### src/hdl/swsc_pkg.sv
// types and constants shared by the sliding window sender control block
package swsc_pkg;

    localparam int SEQ_W   = 32;
    localparam int SLOT_W  = 3;
    localparam int TMR_W   = 16;
    localparam int RUN_LEN = 8;
    localparam int RUN_W   = 3;

    localparam logic [TMR_W-1:0] TIMEOUT_RST = 16'd1000;
    localparam logic [SEQ_W-1:0] SEQ_RST     = 32'd1;

    localparam logic [1:0] CMD_SEND = 2'd0;
    localparam logic [1:0] CMD_ACK  = 2'd1;
    localparam logic [1:0] CMD_TICK = 2'd2;

    typedef enum logic [1:0] {
        KIND_SEND      = 2'd0,
        KIND_RESEND    = 2'd1,
        KIND_WIN_DONE  = 2'd2,
        KIND_XFER_DONE = 2'd3
    } t_kind;

    typedef enum logic [1:0] {
        PH_FILL,
        PH_WAIT,
        PH_DONE
    } t_phase;

    typedef enum logic [1:0] {
        ST_IDLE,
        ST_ACK,
        ST_EMIT,
        ST_RSND
    } t_state;

    typedef struct packed {
        logic [1:0]       cmd;
        logic             end_of_file;
        logic             is_ack;
        logic [SEQ_W-1:0] ack_number;
    } t_in_item;

    typedef struct packed {
        t_kind             kind;
        logic [SLOT_W-1:0] slot;
        logic [SEQ_W-1:0]  seq_num;
        logic              is_fin;
        logic              last;
    } t_out_item;

    typedef struct packed {
        logic [SEQ_W-1:0] seq;
        logic             fin;
    } t_slot_entry;

endpackage

### src/hdl/swsc_slot_mem.sv
// slot memory: sequence number and fin flag per window slot, registered read
module swsc_slot_mem #(
    parameter int DEPTH = 8,
    parameter int AW    = (DEPTH > 1) ? $clog2(DEPTH) : 1
) (
    input  logic                  i_clk,
    input  logic                  i_wr_en,
    input  logic [AW-1:0]         i_wr_addr,
    input  swsc_pkg::t_slot_entry i_wr_data,
    input  logic                  i_rd_en,
    input  logic [AW-1:0]         i_rd_addr,
    output swsc_pkg::t_slot_entry o_rd_data
);
    import swsc_pkg::*;

    t_slot_entry r_mem [DEPTH];
    t_slot_entry r_rd_data;

    always_ff @(posedge i_clk) begin
        if (i_wr_en) begin
            r_mem[i_wr_addr] <= i_wr_data;
        end
    end

    always_ff @(posedge i_clk) begin
        if (i_rd_en) begin
            r_rd_data <= r_mem[i_rd_addr];
        end
    end

    assign o_rd_data = r_rd_data;

endmodule

### src/hdl/swsc_ctrl.sv
// window controller: phase, counters, timer and write and read sequencing of the slot memory
module swsc_ctrl #(
    parameter int WINDOW = 8,
    parameter int IW     = (WINDOW > 1) ? $clog2(WINDOW) : 1
) (
    input  logic                  i_clk,
    input  logic                  i_rst_n,
    input  logic                  i_cfg_we,
    input  logic [15:0]           i_cfg_data,
    input  logic                  i_in_valid,
    output logic                  o_in_ready,
    input  swsc_pkg::t_in_item    i_in,
    output logic                  o_res_valid,
    input  logic                  i_res_ready,
    output swsc_pkg::t_out_item   o_res,
    output logic                  o_mem_wr_en,
    output logic [IW-1:0]         o_mem_wr_addr,
    output swsc_pkg::t_slot_entry o_mem_wr_data,
    output logic                  o_mem_rd_en,
    output logic [IW-1:0]         o_mem_rd_addr,
    input  swsc_pkg::t_slot_entry i_mem_rd_data
);
    import swsc_pkg::*;

    localparam int CW = $clog2(WINDOW + 1);

    t_state            r_state, n_state;
    t_phase            r_phase, n_phase;
    logic [SEQ_W-1:0]  r_base, n_base;
    logic [SEQ_W-1:0]  r_next_seq, n_next_seq;
    logic [CW-1:0]     r_fill, n_fill;
    logic [CW-1:0]     r_acked, n_acked;
    logic [1:0]        r_dup, n_dup;
    logic              r_file_ended, n_file_ended;
    logic [TMR_W-1:0]  r_tmr_cnt, n_tmr_cnt;
    logic              r_tmr_run, n_tmr_run;
    logic [TMR_W-1:0]  r_timeout;
    logic [SEQ_W-1:0]  r_ack, n_ack;
    t_out_item         r_res, n_res;
    logic [IW-1:0]     r_idx, n_idx;
    logic [RUN_W-1:0]  r_run_cnt, n_run_cnt;

    logic              in_acc;
    logic              live;
    logic              send_go;
    logic              send_fin;
    logic              ack_go;
    logic              ack_fin;
    logic              tick_go;
    logic [TMR_W-1:0]  tmr_inc;
    logic [TMR_W-1:0]  tmr_limit;
    logic              tmr_fire;
    logic              tick_run;
    logic              dup;
    logic              dup_run;
    logic [SEQ_W-1:0]  ack_diff;
    logic              ack_full;
    logic              res_acc;
    logic              run_last;

    assign in_acc    = i_in_valid & o_in_ready;
    assign live      = in_acc && (r_phase != PH_DONE);
    assign send_go   = live && (i_in.cmd == CMD_SEND) && (r_phase == PH_FILL)
                       && (r_fill < CW'(WINDOW));
    assign send_fin  = r_file_ended | i_in.end_of_file;
    assign ack_go    = live && (i_in.cmd == CMD_ACK) && (r_phase == PH_WAIT) && i_in.is_ack;
    assign ack_fin   = r_file_ended && (i_in.ack_number >= (r_next_seq - SEQ_W'(1)));
    assign tick_go   = live && (i_in.cmd == CMD_TICK) && r_tmr_run;
    assign tmr_inc   = r_tmr_cnt + TMR_W'(1);
    assign tmr_limit = (r_timeout == '0) ? TMR_W'(1) : r_timeout;
    assign tmr_fire  = tmr_inc >= tmr_limit;
    assign tick_run  = tick_go && tmr_fire && (r_phase == PH_WAIT);
    assign dup       = i_mem_rd_data.seq > r_ack;
    assign dup_run   = dup && (r_dup == 2'd2);
    assign ack_diff  = r_ack - r_base;
    assign ack_full  = ack_diff >= SEQ_W'(WINDOW - 1);
    assign res_acc   = o_res_valid & i_res_ready;
    assign run_last  = (r_idx == IW'(WINDOW - 1)) || (r_run_cnt == RUN_W'(RUN_LEN - 1));

    // next state
    always_comb begin
        n_state = r_state;
        case (r_state)
            ST_IDLE: begin
                if (send_go) begin
                    n_state = ST_EMIT;
                end else if (ack_go) begin
                    n_state = ack_fin ? ST_EMIT : ST_ACK;
                end else if (tick_run) begin
                    n_state = ST_RSND;
                end
            end
            ST_ACK: begin
                if (dup) begin
                    n_state = dup_run ? ST_RSND : ST_IDLE;
                end else begin
                    n_state = ack_full ? ST_EMIT : ST_IDLE;
                end
            end
            ST_EMIT: begin
                if (res_acc) begin
                    n_state = ST_IDLE;
                end
            end
            ST_RSND: begin
                if (res_acc && run_last) begin
                    n_state = ST_IDLE;
                end
            end
            default: n_state = ST_IDLE;
        endcase
    end

    // datapath next values
    always_comb begin
        n_phase      = r_phase;
        n_base       = r_base;
        n_next_seq   = r_next_seq;
        n_fill       = r_fill;
        n_acked      = r_acked;
        n_dup        = r_dup;
        n_file_ended = r_file_ended;
        n_tmr_cnt    = r_tmr_cnt;
        n_tmr_run    = r_tmr_run;
        n_ack        = r_ack;
        n_res        = r_res;
        n_idx        = r_idx;
        n_run_cnt    = r_run_cnt;
        case (r_state)
            ST_IDLE: begin
                if (send_go) begin
                    n_file_ended  = send_fin;
                    n_res.kind    = KIND_SEND;
                    n_res.slot    = SLOT_W'(r_fill);
                    n_res.seq_num = r_next_seq;
                    n_res.is_fin  = send_fin;
                    n_res.last    = 1'b1;
                    if (r_base == r_next_seq) begin
                        n_tmr_cnt = '0;
                        n_tmr_run = 1'b1;
                    end
                    if (!send_fin) begin
                        n_next_seq = r_next_seq + SEQ_W'(1);
                    end
                    n_fill = r_fill + CW'(1);
                    if (r_fill == CW'(WINDOW - 1)) begin
                        n_phase = PH_WAIT;
                        n_acked = '0;
                        n_dup   = '0;
                    end
                end else if (ack_go) begin
                    n_ack = i_in.ack_number;
                    if (ack_fin) begin
                        n_phase       = PH_DONE;
                        n_res.kind    = KIND_XFER_DONE;
                        n_res.slot    = '0;
                        n_res.seq_num = '0;
                        n_res.is_fin  = 1'b0;
                        n_res.last    = 1'b1;
                        n_tmr_run     = 1'b0;
                        n_tmr_cnt     = '0;
                    end
                end else if (tick_go) begin
                    n_tmr_cnt = tmr_fire ? '0 : tmr_inc;
                    if (tick_run) begin
                        n_idx     = r_acked[IW-1:0];
                        n_run_cnt = '0;
                    end
                end
            end
            ST_ACK: begin
                if (dup) begin
                    if (r_dup != 2'd3) begin
                        n_dup = r_dup + 2'd1;
                    end
                    if (dup_run) begin
                        n_idx     = r_acked[IW-1:0];
                        n_run_cnt = '0;
                        n_tmr_cnt = '0;
                        n_tmr_run = 1'b1;
                    end
                end else begin
                    n_dup = '0;
                    if (ack_full) begin
                        n_base        = r_base + SEQ_W'(WINDOW);
                        n_res.slot    = '0;
                        n_res.seq_num = '0;
                        n_res.is_fin  = 1'b0;
                        n_res.last    = 1'b1;
                        n_tmr_run     = 1'b0;
                        n_tmr_cnt     = '0;
                        if (r_file_ended) begin
                            n_phase    = PH_DONE;
                            n_res.kind = KIND_XFER_DONE;
                            n_acked    = CW'(WINDOW);
                        end else begin
                            n_phase    = PH_FILL;
                            n_res.kind = KIND_WIN_DONE;
                            n_fill     = '0;
                            n_acked    = '0;
                            n_next_seq = r_base + SEQ_W'(WINDOW);
                        end
                    end else begin
                        n_acked = CW'(ack_diff) + CW'(1);
                    end
                end
            end
            ST_RSND: begin
                if (res_acc && !run_last) begin
                    n_idx     = r_idx + IW'(1);
                    n_run_cnt = r_run_cnt + RUN_W'(1);
                end
            end
            default: begin
            end
        endcase
    end

    // outputs
    always_comb begin
        o_in_ready     = (r_state == ST_IDLE);
        o_res_valid    = (r_state == ST_EMIT) || (r_state == ST_RSND);
        o_res          = r_res;
        if (r_state == ST_RSND) begin
            o_res.kind    = KIND_RESEND;
            o_res.slot    = SLOT_W'(r_idx);
            o_res.seq_num = i_mem_rd_data.seq;
            o_res.is_fin  = i_mem_rd_data.fin;
            o_res.last    = run_last;
        end
        o_mem_wr_en       = send_go;
        o_mem_wr_addr     = r_fill[IW-1:0];
        o_mem_wr_data.seq = r_next_seq;
        o_mem_wr_data.fin = send_fin;
        o_mem_rd_en       = (ack_go && !ack_fin) || tick_run
                            || ((r_state == ST_ACK) && dup_run)
                            || ((r_state == ST_RSND) && res_acc && !run_last);
        o_mem_rd_addr     = (r_state == ST_RSND) ? (r_idx + IW'(1)) : r_acked[IW-1:0];
    end

    always_ff @(posedge i_clk) begin
        if (!i_rst_n) begin
            r_timeout <= TIMEOUT_RST;
        end else if (i_cfg_we) begin
            r_timeout <= i_cfg_data;
        end
    end

    always_ff @(posedge i_clk) begin
        if (!i_rst_n) begin
            r_state      <= ST_IDLE;
            r_phase      <= PH_FILL;
            r_base       <= SEQ_RST;
            r_next_seq   <= SEQ_RST;
            r_fill       <= '0;
            r_acked      <= '0;
            r_dup        <= '0;
            r_file_ended <= 1'b0;
            r_tmr_cnt    <= '0;
            r_tmr_run    <= 1'b0;
            r_idx        <= '0;
            r_run_cnt    <= '0;
        end else begin
            r_state      <= n_state;
            r_phase      <= n_phase;
            r_base       <= n_base;
            r_next_seq   <= n_next_seq;
            r_fill       <= n_fill;
            r_acked      <= n_acked;
            r_dup        <= n_dup;
            r_file_ended <= n_file_ended;
            r_tmr_cnt    <= n_tmr_cnt;
            r_tmr_run    <= n_tmr_run;
            r_idx        <= n_idx;
            r_run_cnt    <= n_run_cnt;
        end
    end

    always_ff @(posedge i_clk) begin
        r_ack <= n_ack;
        r_res <= n_res;
    end

    a_fill_range: assert property (@(posedge i_clk) disable iff (!i_rst_n)
        r_fill <= CW'(WINDOW))
        else $error("fill slot beyond window");

    a_wait_acked: assert property (@(posedge i_clk) disable iff (!i_rst_n)
        (r_phase == PH_WAIT) |-> (r_acked < CW'(WINDOW)))
        else $error("acked slot out of range while waiting");

    a_wr_only_fill: assert property (@(posedge i_clk) disable iff (!i_rst_n)
        o_mem_wr_en |-> ((r_phase == PH_FILL) && !o_mem_rd_en))
        else $error("slot write outside filling or overlapping a read");

    a_rsnd_wait: assert property (@(posedge i_clk) disable iff (!i_rst_n)
        (r_state == ST_RSND) |-> (r_phase == PH_WAIT))
        else $error("resend run outside ack phase");

    a_done_sticky: assert property (@(posedge i_clk) disable iff (!i_rst_n)
        (r_phase == PH_DONE) |=> (r_phase == PH_DONE))
        else $error("left done phase");

endmodule

### src/hdl/sliding_window_sender_control.sv
// top level: sliding window sender control with slot memory and output register
// send: result is registered in the controller, then moved into the output register when it has room
// ack: slot memory read, then decision; an ack that covers the fin emits the done result without the read
// resend run: on a tick or third duplicate ack; one result per cycle unless output is full
// one item at a time: no new input is taken until the last item's results have left the controller,
// so a full output register also holds back the input
// reset: synchronous active low, clears control state; slot memory is not cleared
module sliding_window_sender_control #(
    parameter int WINDOW = 8
) (
    input  logic                i_clk,
    input  logic                i_rst_n,
    input  logic                i_cfg_we,
    input  logic [15:0]         i_cfg_data,
    input  logic                i_in_valid,
    output logic                o_in_ready,
    input  swsc_pkg::t_in_item  i_in_data,
    output logic                o_out_valid,
    input  logic                i_out_ready,
    output swsc_pkg::t_out_item o_out_data
);
    import swsc_pkg::*;

    localparam int IW = (WINDOW > 1) ? $clog2(WINDOW) : 1;

    logic          res_valid;
    logic          res_ready;
    t_out_item     res;
    logic          mem_wr_en;
    logic [IW-1:0] mem_wr_addr;
    t_slot_entry   mem_wr_data;
    logic          mem_rd_en;
    logic [IW-1:0] mem_rd_addr;
    t_slot_entry   mem_rd_data;

    logic          r_out_valid;
    t_out_item     r_out;

    swsc_ctrl #(
        .WINDOW (WINDOW),
        .IW     (IW)
    ) u_ctrl (
        .i_clk         (i_clk),
        .i_rst_n       (i_rst_n),
        .i_cfg_we      (i_cfg_we),
        .i_cfg_data    (i_cfg_data),
        .i_in_valid    (i_in_valid),
        .o_in_ready    (o_in_ready),
        .i_in          (i_in_data),
        .o_res_valid   (res_valid),
        .i_res_ready   (res_ready),
        .o_res         (res),
        .o_mem_wr_en   (mem_wr_en),
        .o_mem_wr_addr (mem_wr_addr),
        .o_mem_wr_data (mem_wr_data),
        .o_mem_rd_en   (mem_rd_en),
        .o_mem_rd_addr (mem_rd_addr),
        .i_mem_rd_data (mem_rd_data)
    );

    swsc_slot_mem #(
        .DEPTH (WINDOW),
        .AW    (IW)
    ) u_slot_mem (
        .i_clk     (i_clk),
        .i_wr_en   (mem_wr_en),
        .i_wr_addr (mem_wr_addr),
        .i_wr_data (mem_wr_data),
        .i_rd_en   (mem_rd_en),
        .i_rd_addr (mem_rd_addr),
        .o_rd_data (mem_rd_data)
    );

    // output register takes a new result when empty or being drained
    assign res_ready = !r_out_valid || i_out_ready;

    always_ff @(posedge i_clk) begin
        if (!i_rst_n) begin
            r_out_valid <= 1'b0;
        end else if (res_ready) begin
            r_out_valid <= res_valid;
        end
    end

    always_ff @(posedge i_clk) begin
        if (res_ready && res_valid) begin
            r_out <= res;
        end
    end

    assign o_out_valid = r_out_valid;
    assign o_out_data  = r_out;

endmodule
### config.mk
export PLATFORM = sky130hd
export DESIGN_NAME = sliding_window_sender_control
export DESIGN_NICKNAME = d
export VERILOG_FILES = /design/src/hdl/swsc_pkg.sv /design/src/hdl/swsc_slot_mem.sv /design/src/hdl/swsc_ctrl.sv /design/src/hdl/sliding_window_sender_control.sv
export SDC_FILE = /design/constraint.sdc
export NUM_CORES = 1
export LEC_CHECK = 0
export BUFFER_PORTS_ARGS = -buffer_cell sky130_fd_sc_hd__buf_2
export CAP_MARGIN = 20
export CORE_ASPECT_RATIO = 0.8
export CORE_MARGIN = 1
export CORE_UTILIZATION = 65
export DETAILED_ROUTE_END_ITERATION = 12
export GPL_TIMING_DRIVEN = 0
export MAX_ROUTING_LAYER = met4
export PLACE_DENSITY = 0.83
export SYNTH_ARGS = -nofsm -noshare
export SYNTH_HDL_FRONTEND = slang
export SYNTH_SLANG_ARGS = --single-unit
### constraint.sdc
create_clock -name i_clk -period 8.4 [get_ports i_clk]
set_clock_uncertainty 0.1 [all_clocks]
set_input_delay 1.26 -clock i_clk [delete_from_list [all_inputs] [get_ports i_clk]]
set_output_delay 1.26 -clock i_clk [all_outputs]
set_load 0.005 [all_outputs]
After elaboration in Yosys (flattened, before gate mapping)
Memory sizes are Yosys's and may differ from the RTL's. A register that Yosys moved wholly into a read port is not among the register bits.
Index checks and enable logic that the tools add are counted.
{ "totals": {"reg_bits": 228, "ramBits": 264, "inputBits": 57, "out_inout_bits": 41, "word_cells": 217, "n_memories": 1} }
{ "classes": {"add_sub_neg": 10, "order_cmp": 5, "eq_ne": 38, "mux": 85, "bitwise": 5, "reduce_logical": 48} }
{ "mem_list": {"columns": ["memory", "words", "width", "read_ports", "rd_clocked_by_memory_dff", "wr", "line", "text"], "rows": [
  ["u_slot_mem.r_mem", 8, 33, 1, 1, 1, "swsc_slot_mem.sv:16", "t_slot_entry r_mem [DEPTH];"]
]} }
{ "ops": {"columns": ["op", "n"], "rows": [
  ["39-bit two-way mux", 5],
  ["16-bit two-way mux", 10],
  ["32-bit two-way mux", 5],
  ["39-bit case mux with 2 select lines", 1],
  ["32-bit case mux with 2 select lines", 1],
  ["3-bit two-way mux", 19],
  ["2-bit two-way mux", 20],
  ["37-bit two-way mux", 1],
  ["32-bit by 1-bit adder with 32-bit output (second input constant)", 1],
  ["32-bit by 4-bit adder with 32-bit output (second input constant)", 1],
  ["32-bit == test", 1],
  ["32-bit by 3-bit greater-or-equal comparator with 1-bit output (second input constant)", 1],
  ["32-bit greater-or-equal comparator", 1],
  ["32-bit greater-than comparator", 1],
  ["16-bit case mux with 2 select lines", 1],
  ["32-bit by 1-bit subtractor with 32-bit output (second input constant)", 1],
  ["32-bit subtractor", 1],
  ["6-bit AND reduction", 4],
  ["2-bit inequality test (second input constant)", 11],
  ["1-bit logical AND", 20],
  ["3-bit inequality test (second input constant)", 6],
  ["3-bit case mux with 3 select lines", 2],
  ["16-bit by 1-bit adder with 16-bit output (second input constant)", 1],
  ["16-bit greater-or-equal comparator", 1],
  ["other kinds (32)", 75]
]} }

Depth between registers and ports, before layout
Gate-level depths: netlist of run 1.
{ "depth": {"depth_word": 12, "ltp_mapped": 21, "ltp_nobuf": 19} }

Hierarchy
From an unflattened synthesis of run 1, not the netlist that was laid out.
{ "hier_totals": {"hier_cells": 2160, "hier_area_um2": 26290.2} }
{ "modules_own_cells": {"columns": ["mod", "n_inst", "cells_each", "area_per_inst_um2"], "rows": [
  ["swsc_ctrl", 1, 1689, 14091.0],
  ["swsc_slot_mem", 1, 427, 10970.5],
  ["sliding_window_sender_control", 1, 44, 1228.7]
]} }

Worst setup path after synthesis of run 1
OpenSTA, ideal clock, no wires.
{ "synth_path": {"path_type": "input to register", "from": "in i_in_data[35] in the netlist's numbering", "to": "mem u_slot_mem.r_mem[4][0] in the netlist's numbering (enable)", "arrival_ps": 5513, "slack_ps": 2269, "stages": 4, "cell_sequence": "nor4_1 nor3b_1 clkinv_1 nor4b_1"} }
{ "synth_via": {"elab_chain_len": 6} }
{ "synth_rtl": {"columns": ["element", "line", "text"], "rows": [
  ["start, declared", "sliding_window_sender_control.sv:17", "input swsc_pkg::t_in_item i_in_data,"],
  ["2-bit zero test", "swsc_ctrl.sv:63", "assign send_go = live && (i_in.cmd == CMD_SEND) && (r_phase == PH_FILL)"],
  ["1-bit logical AND (2 in series)", "swsc_ctrl.sv:63", null],
  ["1-bit logical AND", "swsc_ctrl.sv:64", "&& (r_fill < CW'(WINDOW));"],
  ["1-bit two-way mux", "swsc_slot_mem.sv:20", "if (i_wr_en) begin"],
  ["1-bit two-way mux (implied by the code)", "swsc_slot_mem.sv:21", "r_mem[i_wr_addr] <= i_wr_data;"],
  ["end, declared", "swsc_slot_mem.sv:16", null]
]} }
Every way passes these cells.

Worst setup path after layout of run 1
{ "layout_path": {"from": "reg u_ctrl.r_next_seq[12]", "to": "reg, netlist name u_slot_mem.o_rd_data[8]"} }
{ "layout_via": {"elab_chain_len": 8} }
{ "layout_rtl": {"columns": ["element", "line", "text"], "rows": [
  ["start, declared", "swsc_ctrl.sv:30", "logic [SEQ_W-1:0] r_next_seq, n_next_seq;"],
  ["start signal, assigned", "swsc_ctrl.sv:267", "r_next_seq <= n_next_seq;"],
  ["32-bit by 1-bit subtractor with 32-bit output", "swsc_ctrl.sv:67", "assign ack_fin = r_file_ended && (i_in.ack_number >= (r_next_seq - SEQ_W'(1)));"],
  ["32-bit greater-or-equal comparator", "swsc_ctrl.sv:67", null],
  ["1-bit logical AND", "swsc_ctrl.sv:67", null],
  ["1-bit zero test", "swsc_ctrl.sv:235", "o_mem_rd_en = (ack_go && !ack_fin) || tick_run"],
  ["1-bit logical AND", "swsc_ctrl.sv:235", null],
  ["1-bit logical OR", "swsc_ctrl.sv:235", null],
  ["1-bit logical OR", "swsc_ctrl.sv:236", "|| ((r_state == ST_ACK) && dup_run)"],
  ["1-bit logical OR", "swsc_ctrl.sv:237", "|| ((r_state == ST_RSND) && res_acc && !run_last);"],
  ["net mem_rd_en", "sliding_window_sender_control.sv:32", "logic mem_rd_en;"]
]} }
The timed path passes the listed nets, and every way through them passes these cells.
A chain may end at the register's enable or synchronous reset.

==> results.tsv, run 1 <==
metric	value	unit
setup_viol	0	
register_area	0.01449	mm²
ir_worst_vdd	0.2154	mV
synth_cell_types	91	
core_area	0.03993	mm²
met2_usage	65.82	%
fp.dieW	228.3	µm
drt_iter0_markers	3408	
grt.busiest_layer	met2	
critical_path.max_fanout	13	
rsz0062_at_grt	false	
critical_path_required	8650	ps
grt.overflow.total	0	
hold-worst-slack	393.9	ps
leakage	10.77	nW
grt_pass1_vias	20440	
min_path_cells	2	
io_pins	98	
cts-hold-fix-buffers	0	
clkLatencyLatePin	610	ps
antenna_found_initial	3	
synth_area	0.02664	mm²
area_delta_synth_final	12.44	%
nFillCells	2496	
netlist_instances	2198	
synthTopCellsByArea	edfxtp_1 (46%), dfxtp_1 (8.6%), ha_1 (5.7%), mux4_2 (5.6%), mux2_2 (2.9%)	
htree_levels	2	
die-area	0.04180	mm²
max_slew_margin	25.12	%
ys_warn_count	0	
tightest_slew	1123	ps
cts.path.max_buffers	3	
nNetsFinal	2559	
vias_per_cell	7.156	
hold_class	register to register	
status	finished, final reports clean	
multiInputGateArea	0.01120	mm²
grtUsageTotal	44.98	%
fin_cells	2958	
use_met3	12.02	%
cts_tree	yes	
ant_nets	0	
drive_above_1_share	18.22	%
critical_path_class	register to register	
cts_root_buf	clkbuf_16	
preCtsSetupSlack	1139	ps
synth-edff-count	406	
cts_sinks	521	
fin_ws	1191	ps
die_h	183.1	µm
vias	21170	
synth_ff_type	edfxtp_1	
synth_fp_nets	2376	
ys_seq_area_share	54.41	%
drv_cap	0	
avgRoutedWirePerCell	30.77	µm
min_period_over_period	85.82	%
grt_first_pass_wirelength	132.3	mm
fin_crit	7209	ps
cts_buffers	49	
yosysMostFrequentCell	edfxtp_1	
clk_pin_slew_worst_paths	70	ps
synthArstFlopShare	0	%
drc_errors	0	
fin_util	75.01	%
row_count	65	
gp_congestion	1.082	
synth_common_cells	edfxtp_1 (406), nand2_1 (137), ha_1 (121)	
grt_max_degree	39	
drt-pass1-iter-count	7	
critPathLaunchType	register	
p_per_area	233.9	mW/mm²
post_cts_resized	0	
clock.fmax	138.7	MHz
dp.cells	2862	
yosysTopAreaCell	edfxtp_1	
synth.top_cell.area_share	45.77	%
use_met1	58.93	%
post_cts_buffers	0	
ys_seq_elements	521	
io_buffers	96	
critPathArrivalTime	7460	ps
routed_wl	91.02	mm
place_area	0.02818	mm²
initial_utilization	66.71	%
design_area	0.02995	mm²
syn_area_per_cell	12.12	µm²
total_power	7.007	mW
ff2ff_path_depth	20	
dp_hpwl	64.73	mm
maxSlewViolCount	0	
hold_viol_final	0	
fin_setup_tns	0	ps
cp-end-kind	register	
==> critical path: stages, from the launching register on <==
cell and delay [ps]:
dfxtp_1 410, clkbuf_1 400, or4_1 670, or3_1 420
or4_1 460, nor3_1 240, nand2b_1 140, nor3_1 210
nand2_1 280, nor4_1 420, xnor2_1 130, ha_1 330
nand3_1 120, nor4_1 320, buf_2 240, o21a_1 350
nor4_1 140, nand2_1 110, nand4_1 810, buf_8 490
buf_8 180
==> flip-flops by register name, indices dropped and copies added (netlist names), 4 cells and up <==
name and cells:
u_ctrl.r_next_seq 32, u_ctrl.r_tmr_cnt 16, u_ctrl.r_fill 4, u_ctrl.r_ack 32, u_ctrl.r_base 29, o_out_data 39, u_ctrl.r_timeout 16, u_slot_mem.o_rd_data 33
u_slot_mem.r_mem 264, u_ctrl.r_res 38
==> final timing paths <==
| kind | start | end | slack, ps |
|---|---|---|---|
| worst max-delay path | u_ctrl.r_next_seq[12]$_SDFFE_PN0P_ | u_slot_mem.o_rd_data[8]$_DFFE_PP_ | 1190 |
| worst min register to register | u_ctrl.r_tmr_cnt[1]$_SDFFE_PN0P_ | u_ctrl.r_tmr_cnt[1]$_SDFFE_PN0P_ | 390 |
| worst max register to register | u_ctrl.r_next_seq[12]$_SDFFE_PN0P_ | u_slot_mem.o_rd_data[8]$_DFFE_PP_ | 1190 |
| worst min-delay path | u_ctrl.r_tmr_cnt[1]$_SDFFE_PN0P_ | u_ctrl.r_tmr_cnt[1]$_SDFFE_PN0P_ | 390 |
==> cell families (layout without fill, tap and decap cells) <==
family | Yosys count | after routing | synth area share [%]
multiplexers | 163 | 163 | 9.550
XOR/XNOR | 111 | 111 | 3.650
adder cells (fa/ha/maj) | 121 | 121 | 5.684
other | 0 | 2 | 0
AND/OR/NAND/NOR | 622 | 622 | 12.28
buffers and inverters | 245 | 467 | 3.734
AO/OA/AOI/OAI | 415 | 415 | 10.69
flip-flops | 521 | 521 | 54.41
==> layout by cell type (no fill, tap or decap), drive strengths merged, types with 82 or more instances in the layout <==
| cell | Yosys | layout |
|---|---|---|
| buf | 39 | 171 |
| ha | 121 | 121 |
| nand2 | 138 | 138 |
| inv | 107 | 108 |
| edfxtp | 406 | 406 |
| clkbuf | 98 | 153 |
| dfxtp | 115 | 115 |
| xnor2 | 82 | 82 |
| nor2 | 109 | 109 |
| a21oi | 105 | 105 |
==> power by group <==
group / switching [mW] / total, mW / internal (mW) / leakage (nW)
Combinational: 0.933 / 1.39 / 0.455 / 5.34
Clock: 1.05 / 2.40 / 1.35 / 0.813
Sequential: 0.152 / 3.22 / 3.07 / 4.62
Total: 2.13 / 7.01 / 4.87 / 10.8
==> metal layers <==
layer	share of wire [%]	wire length, µm
met1	37	33880
met2	44	39610
met3	14	12330
met4	5.7	5196
met5	0	0
==> final cells by class <==
| type | count | share of cell area (%) |
|---|---|---|
| multi-input cells | 1432 | 37.40 |
| flip-flops and latches | 521 | 48.39 |
| repair buffers | 132 | 2.916 |
| clock inverters | 35 | 1.470 |
| clock buffers | 55 | 4.240 |
| diodes | 2 | 0.01671 |
| plain buffers | 137 | 1.968 |
| well taps | 536 | 2.239 |
| inverters | 108 | 1.353 |
Note: power is estimated with default switching activity, not from simulation.
==> run 2, diff against run 1 <==
--- a/config.mk
+++ b/config.mk
@@ -7,13 +7,15 @@
 export LEC_CHECK = 0
 export BUFFER_PORTS_ARGS = -buffer_cell sky130_fd_sc_hd__buf_2
 export CAP_MARGIN = 20
+export CELL_PAD_IN_SITES_DETAIL_PLACEMENT = 1
+export CELL_PAD_IN_SITES_GLOBAL_PLACEMENT = 1
 export CORE_ASPECT_RATIO = 0.8
 export CORE_MARGIN = 1
-export CORE_UTILIZATION = 65
+export CORE_UTILIZATION = 55
 export DETAILED_ROUTE_END_ITERATION = 12
 export GPL_TIMING_DRIVEN = 0
-export MAX_ROUTING_LAYER = met4
-export PLACE_DENSITY = 0.83
+export PLACE_DENSITY_LB_ADDON = 0.1
+export RECOVER_POWER = 50
 export SYNTH_ARGS = -nofsm -noshare
 export SYNTH_HDL_FRONTEND = slang
 export SYNTH_SLANG_ARGS = --single-unit
==> run 2 against run 1 <==
Effect of this change:
- the flow now finishes with violations (max-capacitance violations, max-slew violations)
- highest routed layer unchanged
- largest power group unchanged
- sequential cell count stayed put
- power fell by 1.4%
- routed wire length is 5.1% higher
- cell area fell by 0.44%
- largest cell class unchanged
==> results.tsv, run 2 (synthesized netlist as in run 1, its figures left out) <==
metric	value	unit	change
status	finished, violations left		
violations	max-capacitance violations, max-slew violations		
io_buffers	96		unchanged
critPathLaunchType	register		
cts_tree	yes		
drive_above_1_share	14.48	%	-3.7 points
row_count	71		+9.2%
cp-end-kind	register		
place_area	0.02832	mm²	+0.50%
leakage	10.52	nW	-2.3%
htree_levels	2		unchanged
maxSlewViolCount	30		+30
drv_cap	1		+1
clk_pin_slew_worst_paths	60	ps	about the same
top_register	u_slot_mem.r_mem		
die_h	198.8	µm	+8.6%
clock.fmax	127.9	MHz	-7.8%
critical_path_class	register to register		
final_cell_mix	edfxtp_1 (406), clkbuf_1 (179), nand2_1 (137)		
critPathArrivalTime	7940	ps	+480 ps
dp_hpwl	71.04	mm	+9.7%
dp.cells	2949		+3.0%
vias_per_cell	6.857		-4.2%
largest_reg_flops	264		unchanged
drt_iter0_markers	2414		-29%
gp_congestion	0.9794		-9.5%
crit_cells	19		-5.0%
area_delta_synth_final	11.95	%	
crit_chain	clkbuf_1, or4_1, or3_1, or4_1, nor3_1, nand2b_1, nor3_1, nand2_1, nor4_1, xnor2_1, ha_1, nand3_1, nor4_1, o21a_1, o41ai_1, a21oi_1, o21ai_0, nand2b_1, inv_2		
vias	20890		-1.3%
nNetsFinal	2561		+0.078%
startpoint	u_ctrl.r_next_seq[12]$_SDFFE_PN0P_		
grt.overflow.total	0		unchanged
fin_cells	3046		+3.0%
initial_utilization	56.15	%	-11 points
hold-worst-slack	396.9	ps	+3.030 ps
cts_root_buf	clkbuf_16		
antenna_found_initial	4		+1
setup_viol	0		unchanged
r2r-end	u_ctrl.r_res[16]$_SDFFCE_PN0P_		
grt_pass1_vias	21070		+3.0%
min_period_over_period	93.07	%	+7.2 points
clkLatencyLatePin	620	ps	about the same
nFillCells	4816		+93%
fin_crit	7818	ps	+608.6 ps
grt_max_degree	39		unchanged
slowest_delay	1030	ps	+220 ps
design_area	0.02982	mm²	-0.44%
drt-pass1-iter-count	5		-2
slowest_stage	nor4_1		
critical_path.max_fanout	38		+25
core_area	0.04744	mm²	+19%
r2r-start	u_ctrl.r_next_seq[12]$_SDFFE_PN0P_		
p_per_area	231.6	mW/mm²	-1.0%
worstSetupEndpoint	u_ctrl.r_res[16]$_SDFFCE_PN0P_		
critical_path_required	8520	ps	-130 ps
max_slew_margin	-41.54	%	-67 points
drc_errors	0		unchanged
avgRoutedWirePerCell	31.41	µm	+2.1%
path_delay_family	simple AND/OR/NAND/NOR gates		
ff2ff_path_depth	19		-5.0%
routed_wl	95.69	mm	+5.1%
preCtsSetupSlack	715.5	ps	-423.6 ps
ir_worst_vdd	0.2384	mV	+11%
hold_class	register to register		
crit_buf_inv	2		-2
fin_ws	582.1	ps	-608.6 ps
grt_first_pass_wirelength	138.9	mm	+5.0%
hold_viol_final	0		unchanged
cts-hold-fix-buffers	0		unchanged
fp.dieW	248.0	µm	+8.6%
ant_nets	0		unchanged
post_cts_resized	0		unchanged
layout_commonest_cell	edfxtp_1		
die-area	0.04932	mm²	+18%
rrSetupSlack	580	ps	-610 ps
fin_setup_tns	0	ps	unchanged
grtUsageTotal	39.04	%	-5.9 points
cts_sinks	521		unchanged
tightest_slew	2123	ps	+999.9 ps
io_pins	98		unchanged
cts_buffers	51		+4.1%
cts.path.max_buffers	3		unchanged
rsz0062_at_grt	false		
post_cts_buffers	0		unchanged
==> run 2: final cells by class <==
type                    count  area (µm²)  share of cell area (%)
inverters                 108       405.4                   1.359
flip-flops and latches    521       14490                   48.60
clock buffers              61        1324                   4.439
repair buffers            132       735.7                   2.467
multi-input cells        1432       11190                   37.53
clock inverters            33       300.3                   1.007
diodes                      2       5.005                 0.01678
plain buffers             137       589.3                   1.976
well taps                 620       775.7                   2.601
==> run 2: stage by stage <==
stage               util [%]  total power [mW]
floorplan                  -             4.000
global placement       58.80             4.507
detailed placement     59.71             4.606
CTS                    63.13             6.879
global route           62.86             7.061
finish                 62.86             6.906
==> run 2: routing by layer <==
metal  track usage [%]  wire length, µm  part of all wire, %  vias up
met3             7.070             8955                  9.4      249
li1                  -                -                    -     8754
met1             54.54            39750                   42    10640
met4             14.68             3822                  4.0        0
met5                 0                0                    0        -
met2             60.76            43150                   45     1245
==> run 2: worst min-delay path by stage <==
stage                                 startpoint                                end  cells past startpoint
5_1_grt         u_ctrl.r_tmr_cnt[1]$_SDFFE_PN0P_   u_ctrl.r_tmr_cnt[1]$_SDFFE_PN0P_                      2
4_1_cts         u_ctrl.r_tmr_cnt[1]$_SDFFE_PN0P_   u_ctrl.r_tmr_cnt[1]$_SDFFE_PN0P_                      2
6_report        u_ctrl.r_tmr_cnt[1]$_SDFFE_PN0P_   u_ctrl.r_tmr_cnt[1]$_SDFFE_PN0P_                      2
3_3_place_gp   u_ctrl.r_tmr_cnt[15]$_SDFFE_PN0P_  u_ctrl.r_tmr_cnt[15]$_SDFFE_PN0P_                      2
2_1_floorplan  u_ctrl.r_tmr_cnt[15]$_SDFFE_PN0P_  u_ctrl.r_tmr_cnt[15]$_SDFFE_PN0P_                      2
3_5_place_dp    u_ctrl.r_tmr_cnt[1]$_SDFFE_PN0P_   u_ctrl.r_tmr_cnt[1]$_SDFFE_PN0P_                      2
==> run 2: report_power, final <==
group	internal [mW]	switching [mW]	total, mW
sequential	3.07	0.159	3.23
clock	1.23	1.05	2.28
combinational	0.429	0.961	1.39
==> run 2: worst reg2reg max path, stage by stage, from the launching register on <==
cell	delay [ps]
dfxtp_1	430
clkbuf_1	370
or4_1	660
or3_1	410
or4_1	480
nor3_1	240
nand2b_1	240
nor3_1	240
nand2_1	200
nor4_1	330
xnor2_1	110
ha_1	330
nand3_1	130
nor4_1	1030
o21a_1	460
o41ai_1	220
a21oi_1	220
o21ai_0	160
nand2b_1	260
inv_2	740
==> run 3, diff against run 2 <==
--- a/config.mk
+++ b/config.mk
@@ -11,7 +11,7 @@
 export CELL_PAD_IN_SITES_GLOBAL_PLACEMENT = 1
 export CORE_ASPECT_RATIO = 0.8
 export CORE_MARGIN = 1
-export CORE_UTILIZATION = 55
+export CORE_UTILIZATION = 46
 export DETAILED_ROUTE_END_ITERATION = 12
 export GPL_TIMING_DRIVEN = 0
 export PLACE_DENSITY_LB_ADDON = 0.1
==> constraint.sdc (replaced) <==
create_clock -name i_clk -period 6.4 [get_ports i_clk]
set_clock_uncertainty 0.1 [all_clocks]
set_input_delay 0.96 -clock i_clk [delete_from_list [all_inputs] [get_ports i_clk]]
set_output_delay 0.96 -clock i_clk [all_outputs]
set_load 0.005 [all_outputs]
==> run 3 against run 2 <==
Effect of this change:
- the flow still finishes with violations (max-capacitance violations, max-slew violations)
- non-clock buffer count is 2 higher
- hold slack worse by 6.5 ps
- via count is 4.8% lower
- core utilization is 9.8 points lower
- critical endpoint is now u_ctrl.r_tmr_cnt[4]$_SDFFE_PN0P_
- highest routed layer unchanged
==> results.tsv, run 3 (synthesized netlist as in run 1, its figures left out) <==
metric	value	unit	change
register_area	0.01450	mm²	about the same
p_per_area	303.5	mW/mm²	+31%
top_register	u_slot_mem.r_mem		
die_h	217.2	µm	+9.3%
min_path_cells	2		unchanged
dp_hpwl	69.53	mm	-2.1%
htree_levels	2		unchanged
area_delta_synth_final	13.43	%	
core_area	0.05699	mm²	+20%
cp-end-kind	register		
swShare	30.73	%	-0.74 points
total_power	9.169	mW	+33%
violations	max-capacitance violations, max-slew violations		
critical_path_class	register to register		
cts.path.max_buffers	3		unchanged
nNetsFinal	2564		+0.12%
critical_path_required	6820	ps	-1700 ps
design_area	0.03022	mm²	+1.3%
min_period_over_period	96.68	%	+3.6 points
tightest_slew	2201	ps	+78.09 ps
io_buffers	96		unchanged
fin_crit	6188	ps	-1630 ps
final_cell_mix	edfxtp_1 (406), clkbuf_1 (155), nand2_1 (137)		
clkPwrFrac	34.0	%	+0.9 points
p_seq_share	46.2	%	-0.6 points
cts_buffers	51		unchanged
cts_sinks	521		unchanged
grt_max_degree	39		unchanged
clk_pin_slew_worst_paths	60	ps	about the same
largest_reg_flops	264		unchanged
multiInputGateArea	0.01123	mm²	+0.37%
vias_per_cell	6.233		-9.1%
hold-worst-slack	390.5	ps	-6.453 ps
clkLatencyLatePin	630	ps	about the same
ff2ff_path_depth	20		+1
cts_root_buf	clkbuf_16		
power.share.combinational	19.8	%	-0.3 points
maxSlewViolCount	30		unchanged
ir_worst_vdd	0.2535	mV	+6.3%
initial_utilization	46.74	%	-9.4 points
leakage	10.64	nW	+1.2%
critPathArrivalTime	6600	ps	-1340 ps
fin_setup_tns	0	ps	unchanged
avgRoutedWirePerCell	28.67	µm	-8.7%
hold_class	register to register		
vias	19880		-4.8%
hold_viol_final	0		unchanged
drc_errors	0		unchanged
nFillCells	5956		+24%
drive_above_1_share	15.90	%	+1.4 points
io_pins	98		unchanged
antenna_found_initial	2		-2
critPathLaunchType	register		
max_slew_margin	-46.75	%	-5.2 points
grt_first_pass_wirelength	134.5	mm	-3.2%
drt_iter0_markers	1820		-25%
status	finished, violations left		
critical_path.max_fanout	10		-74%
cts-hold-fix-buffers	0		unchanged
place_area	0.02850	mm²	+0.61%
cts_tree	yes		
setup_viol	0		unchanged
layout_commonest_cell	edfxtp_1		
p_int	6.351	mW	+34%
drt-pass1-iter-count	5		unchanged
fin_util	53.01	%	-9.8 points
power.switching	2.818	mW	+30%
routed_wl	91.42	mm	-4.5%
gp_congestion	0.9364		-4.4%
clock.fmax	161.6	MHz	+26%
grt.overflow.total	0		unchanged
row_count	78		+9.9%
fp.dieW	271.0	µm	+9.3%
ant_nets	0		unchanged
drv_cap	1		unchanged
grt_pass1_vias	20250		-3.9%
die-area	0.05888	mm²	+19%
grtUsageTotal	31.09	%	-7.9 points
[run 3: changes by cell type in the layout (fill, tap and decap cells not counted), sizes merged]
cell / before / now
clkbuf: 232 / 206
buf: 98 / 120
bufinv: 3 / 7
clkinvlp: 2 / 6
clkinv: 26 / 27
diode: 2 / 1
inv: 110 / 109
[run 3: final cells by class]
| cell class | instances | share of cell area (%) |
|---|---|---|
| clock buffers | 55 | 4.273 |
| well taps | 760 | 3.147 |
| repair buffers | 139 | 2.654 |
| inverters | 108 | 1.429 |
| plain buffers | 132 | 1.888 |
| diodes | 1 | 0.008282 |
| clock inverters | 40 | 1.412 |
| repair inverters | 1 | 0.02899 |
| flip-flops and latches | 521 | 47.99 |
| multi-input cells | 1432 | 37.17 |
[run 3: final timing paths]
kind              slack [ps]                              start                          endpoint
hold / removal           390   u_ctrl.r_tmr_cnt[1]$_SDFFE_PN0P_  u_ctrl.r_tmr_cnt[1]$_SDFFE_PN0P_
setup / recovery         210  u_ctrl.r_next_seq[5]$_SDFFE_PN0P_  u_ctrl.r_tmr_cnt[4]$_SDFFE_PN0P_
hold reg to reg          390   u_ctrl.r_tmr_cnt[1]$_SDFFE_PN0P_  u_ctrl.r_tmr_cnt[1]$_SDFFE_PN0P_
setup reg to reg         210  u_ctrl.r_next_seq[5]$_SDFFE_PN0P_  u_ctrl.r_tmr_cnt[4]$_SDFFE_PN0P_
[run 3: repair_timing]
action / CTS / global route
endpoints found under the setup margin: 81 / 82
hold endpoints to repair: 0 / 0
buffers inserted: 3 / 1
cloned: 0 / 1
resized for setup: 6 / 11
[run 3: metrics by stage]
stage,std cells,setup WS (ps)
CTS,3186,43.03
floorplan,2198,569.2
global placement,3054,-3619
global route,3188,-1.274
finish,3189,212.3
detailed placement,3091,-555.4
[run 3: critical path, cell delays in order, from the launching register on]
cell and delay [ps]:
dfxtp_1 400, clkbuf_1 280, or4_1 620, nor4_1 340
nand2b_1 190, or2_2 350, nor2_1 430, nand2_1 260
nor3_1 280, xnor2_1 100, ha_1 300, nand3_1 110
nor4_1 340, buf_2 260, o211a_2 340, nor4_1 130
a21oi_2 220, nand2_1 200, or2_2 340, buf_2 210
a31o_2 280
[run 3: layer usage]
| layer | vias to the layer above | share of wire [%] | global-route usage [%] |
|---|---|---|---|
| li1 | 8739 | - | - |
| met1 | 10180 | 45 | 45.22 |
| met2 | 807 | 44 | 47.43 |
| met3 | 151 | 7.7 | 5.307 |
| met4 | 0 | 3.1 | 9.661 |
| met5 | - | 0 | 0 |
[run 3: power groups by stage]
stage / Sequential [mW] / Combinational [mW] / Clock (mW)
floorplan: 4.21 / 1.04 / 0
global placement: 4.27 / 1.68 / 0
detailed placement: 4.28 / 1.75 / 0
CTS: 4.22 / 1.79 / 3.16
global route: 4.26 / 1.92 / 3.26
finish: 4.23 / 1.81 / 3.12
